$ cat src/rtl/fixed_point_vertex_transform_defines.svh
// assertion macros for the vertex transform
`ifndef FIXED_POINT_VERTEX_TRANSFORM_DEFINES_SVH
`define FIXED_POINT_VERTEX_TRANSFORM_DEFINES_SVH

// condition that must hold at every clock edge out of reset
`define FPVT_ASSERT(lbl, cond) \
    lbl: assert property (@(posedge i_clk) disable iff (!i_rst_n) (cond)) \
        else $error("fpvt assertion failed");

// implication checked on the following clock edge
`define FPVT_ASSERT_NEXT(lbl, ante, cons) \
    lbl: assert property (@(posedge i_clk) disable iff (!i_rst_n) (ante) |=> (cons)) \
        else $error("fpvt assertion failed");

`endif

$ cat src/rtl/fpvt_pkg.sv
// shared constants and types for the vertex transform
package fpvt_pkg;

    localparam int WORD_W    = 32;
    localparam int FRAC_BITS = 16;
    localparam int MAT_DEPTH = 16;
    localparam int IDX_W     = 4;
    localparam int QUOT_W    = WORD_W + FRAC_BITS;
    localparam int DIV_RADIX_BITS = 2;
    localparam int DIV_STEPS = QUOT_W / DIV_RADIX_BITS;

    typedef logic [WORD_W-1:0] t_word;

    typedef enum logic [1:0] {
        OP_WRITE = 2'd0,
        OP_XFORM = 2'd1,
        OP_PROJ  = 2'd2,
        OP_NONE  = 2'd3
    } t_op;

endpackage

$ cat src/rtl/fpvt_lane.sv
// one row lane: four products then their wrapped sum
module fpvt_lane #(
    parameter int SW = 24
) (
    input  logic                       i_clk,
    input  logic                       i_en,
    input  logic signed [SW-1:0]       i_row [4],
    input  fpvt_pkg::t_word            i_pt  [4],
    output fpvt_pkg::t_word            o_sum
);

    fpvt_pkg::t_word r_prod [4];
    fpvt_pkg::t_word n_prod [4];
    fpvt_pkg::t_word r_sum;

    always_comb begin
        for (int c = 0; c < 4; c++) begin
            n_prod[c] = fpvt_pkg::t_word'(fpvt_pkg::WORD_W'(i_row[c])) * i_pt[c];
        end
    end

    always_ff @(posedge i_clk) begin
        if (i_en) begin
            r_prod <= n_prod;
            r_sum  <= r_prod[0] + r_prod[1] + r_prod[2] + r_prod[3];
        end
    end

    assign o_sum = r_sum;

endmodule

$ cat config.mk
export PLATFORM = sky130hd
export DESIGN_NAME = fpvt_lane
export DESIGN_NICKNAME = d
export VERILOG_FILES = /design/src/rtl/fixed_point_vertex_transform_defines.svh /design/src/rtl/fpvt_pkg.sv /design/src/rtl/fpvt_lane.sv
export SDC_FILE = /design/constraint.sdc
export NUM_CORES = 2
export LEC_CHECK = 0
export BUFFER_PORTS_ARGS = -buffer_cell sky130_fd_sc_hd__buf_2
export CAP_MARGIN = 20
export CORE_UTILIZATION = 66
export CTS_CLUSTER_DIAMETER = 150
export DETAILED_ROUTE_END_ITERATION = 16
export PLACE_DENSITY = 0.84
export SYNTH_ARGS = -nofsm -noshare
export SYNTH_HDL_FRONTEND = slang
export SYNTH_SLANG_ARGS = --single-unit
$ cat constraint.sdc
create_clock -name i_clk -period 13.3 [get_ports i_clk]
set_input_delay 3.99 -clock i_clk [delete_from_list [all_inputs] [get_ports i_clk]]
set_output_delay 3.99 -clock i_clk [all_outputs]
set_load 0.01 [all_outputs]
==> impl_summary.log <==
[metrics] outcome: finished, final reports clean
[metrics] Routed met2 length: 82000 µm
[metrics] part of the Yosys area used for sequential elements: 7.08%
[metrics] Antenna Nets Post-Route: 0
[metrics] antenna violations before repair: 6
[metrics] flip-flop and latch count after synthesis: 160
[metrics] cell type group with the largest total delay on the critical path: adder cells
[metrics] grt total ovfl: 0
[metrics] area share of the largest cell type after synthesis: 47.8%
[metrics] leading cell type by number of instances after synthesis: sky130_fd_sc_hd__inv_1
[metrics] worst path buffer plus inverter count: 7
[metrics] maximum level of the CTS H-tree: 4
[metrics] HPWL Detailed: roughly 140000 µm
[metrics] Final TNS setup: 0 ns
[metrics] WP data required: 13.47 ns
[metrics] Clock Sink Count: 160
[metrics] post-synthesis cell type with the largest combined area: sky130_fd_sc_hd__fa_1
[metrics] remaining routing DRC violations: 0
[metrics] Final setup viols: 0
[metrics] maxcap violations: 0
[metrics] CTS-repair resized insts: 0
[metrics] Vias per Instance: 5.64
[metrics] floorplan die height: 323 µm
[metrics] CORE AREA: just over 100000 µm²
[metrics] number of flops mapped to enable cells by yosys: 160
[metrics] initial cell density of the core: 66.6%
[metrics] count of final max-slew check failures: 0
[metrics] category of the critical setup timing path: input pin to flop
[metrics] Fill cells: 7631
[metrics] Total Routing Usage GR: between 30% and 40%
[metrics] netlist area before placement: 67800 µm²
[metrics] transition time at the pin with the least slew margin: roughly 0.74 ns
[metrics] top post-synthesis cells by area: sky130_fd_sc_hd__fa_1 48%, sky130_fd_sc_hd__and2_1 11%, sky130_fd_sc_hd__inv_1 10%, sky130_fd_sc_hd__ha_1 9.2%, sky130_fd_sc_hd__edfxtp_1 7.1%
[metrics] TritonCTS clock tree: done
[metrics] DRT Wirelength: 169000 µm
[metrics] wire length of the first global-routing pass: 278000 µm
[metrics] RSZ-0062 raised after global routing: false
[metrics] normalized max-slew margin: 50.2%
[metrics] number of DRC violations after detailed-routing iteration 0: ~4000
[metrics] input/output buffers: 257
[metrics] post-synthesis cell count: ~7200
[metrics] total I/O pin count: 258
[metrics] syn avg cell area: 9.37 µm²
[metrics] wire length on met3: about 15000 µm
[metrics] cell repeated most along the worst path: sky130_fd_sc_hd__fa_1
[metrics] Netlist cell types: 72
[metrics] Area growth, synth to finish: 3.62%
[metrics] uppermost signal routing layer after detailed routing: met5
[metrics] number of placement rows: about 120
[metrics] most frequently used flop master after synthesis: sky130_fd_sc_hd__edfxtp_1
[metrics] number of cells in the design after placement: 8555
[metrics] fraction of layout instances using a drive strength above 1: 4.38%
[metrics] number of hold-slack violations in the final timing report: 0
[metrics] total die area: 104000 µm²
[metrics] Synth async-reset ratio: 0%
[metrics] final std cells w/o fill: 8589
[metrics] arrival time at the worst endpoint: around 11 ns
[metrics] total iterations of the first detailed-routing run: 6
[metrics] via total after detailed routing: 48400
[metrics] type of destination of the critical path: flop
[metrics] final weighted congestion of routability-driven global placement: 0.937
[metrics] achievable frequency: 0.0915 GHz
[metrics] number of nets produced by synthesis: 9583
[metrics] CP Max Fanout: 30
[metrics] pin count of the biggest net entering global routing: 58
[metrics] number of hold buffers added after cts: 0
[metrics] clk slew on worst S/H paths: 0.07 ns
[metrics] number of buffers on the longest clock path: 2
[metrics] fin crit share: 82.2%
[metrics] worst hold path type: flop to flop
[metrics] die boundary width: 323 µm
[metrics] length of routed wiring on met1: 64700 µm
[metrics] Nets: 9549
[metrics] synth cell count leaders: 1812 x sky130_fd_sc_hd__inv_1, 1618 x sky130_fd_sc_hd__fa_1, 1143 x sky130_fd_sc_hd__and2_1
[metrics] CP Launch Type: input pin
[metrics] master cell of the clock root buffer: sky130_fd_sc_hd__clkbuf_16
[metrics] fraction of the core area covered by cells at the end of the flow: 69.0%
[metrics] worst clock skew on the final layout: around 0.02 ns
[metrics] Critical Path Slowest Stage Cell: sky130_fd_sc_hd__o41ai_2
[metrics] setup repair bufs after CTS: 0
[metrics] later-pin clock latency in the skew report: 0.46 ns
[metrics] total clock buffers created by CTS: 17
[metrics] Yosys warnings: 0
[metrics] minimum clock period after layout: 10.93 ns
[metrics] delay of the slowest critical-path stage: 0.68 ns
[metrics] routed len/inst: 19.7 µm
[metrics] vias in the first global route: about 53000
-- kinds of logic after synthesis --
family / after synthesis / synth area share, %
AOI/OAI and AO/OA: 339 / 3.32
xor gates and xnor gates: 306 / 3.95
adders and majority gates: 2117 / 57.0
buffers and inverters: 2125 / 11.8
DFF: 160 / 7.08
muxes: 2 / 0.0314
and+or+nand+nor: 2191 / 16.9
-- layer usage --
metal	vias up	GRT usage [%]
met4	4	14.2
met3	481	6.05
met1	24800	45.2
li1	20800	-
met5	-	0
met2	2320	57.4
-- placed cells by master, fill, tap and decap left out, drive strengths merged, types with 61 or more instances in the layout --
cell type  netlist  routed
inv           1812    1822
fa            1618    1618
and2          1143    1143
nand2          829     829
ha             499     499
buf              1     260
xnor2          237     237
edfxtp         160     160
a21oi          113     113
xor2            69      69
o21ai           61      61
-- state kept, by name, indices dropped and copies added (netlist names) --
name,cells
o_sum,32
r_prod,128
-- worst paths after layout --
path / slack [ns] / to / start / cells past startpoint
worst max-delay path: 2.37 / r_prod[95] / i_row[50] / 25
worst min-delay path: 0.67 / o_sum[0] / r_prod[96] / 1
worst max register to register: 8.68 / o_sum[19] / r_prod[33] / 14
worst min register to register: 0.67 / o_sum[0] / r_prod[96] / 1
-- through the flow --
stage / hold WS [ns] / setup slack, ns / cell area, µm²
floorplan: 0.526 / 2.71 / 67800
global placement: 0.646 / 2.04 / 69700
detailed placement: 0.658 / 2.00 / 69700
CTS: 0.672 / 2.46 / 70300
global route: 0.718 / 2.13 / 70300
finish: 0.669 / 2.37 / 70300
-- area by class of cell --
cell class              instances  area, µm²  share of cell area (%)
clock buffers                  17        425                   0.605
repair buffers                260       1320                    1.87
flip-flops and latches        160       4800                    6.84
clock inverters                15        176                   0.251
inverters                    1812       6800                    9.68
well taps                    1368       1710                    2.44
multi-input cells            4955      55000                    78.3
diodes                          2       5.00                 0.00712
Power is not shown: default switching activity piles up to over one toggle a cycle in this logic, so the estimate is an artifact.
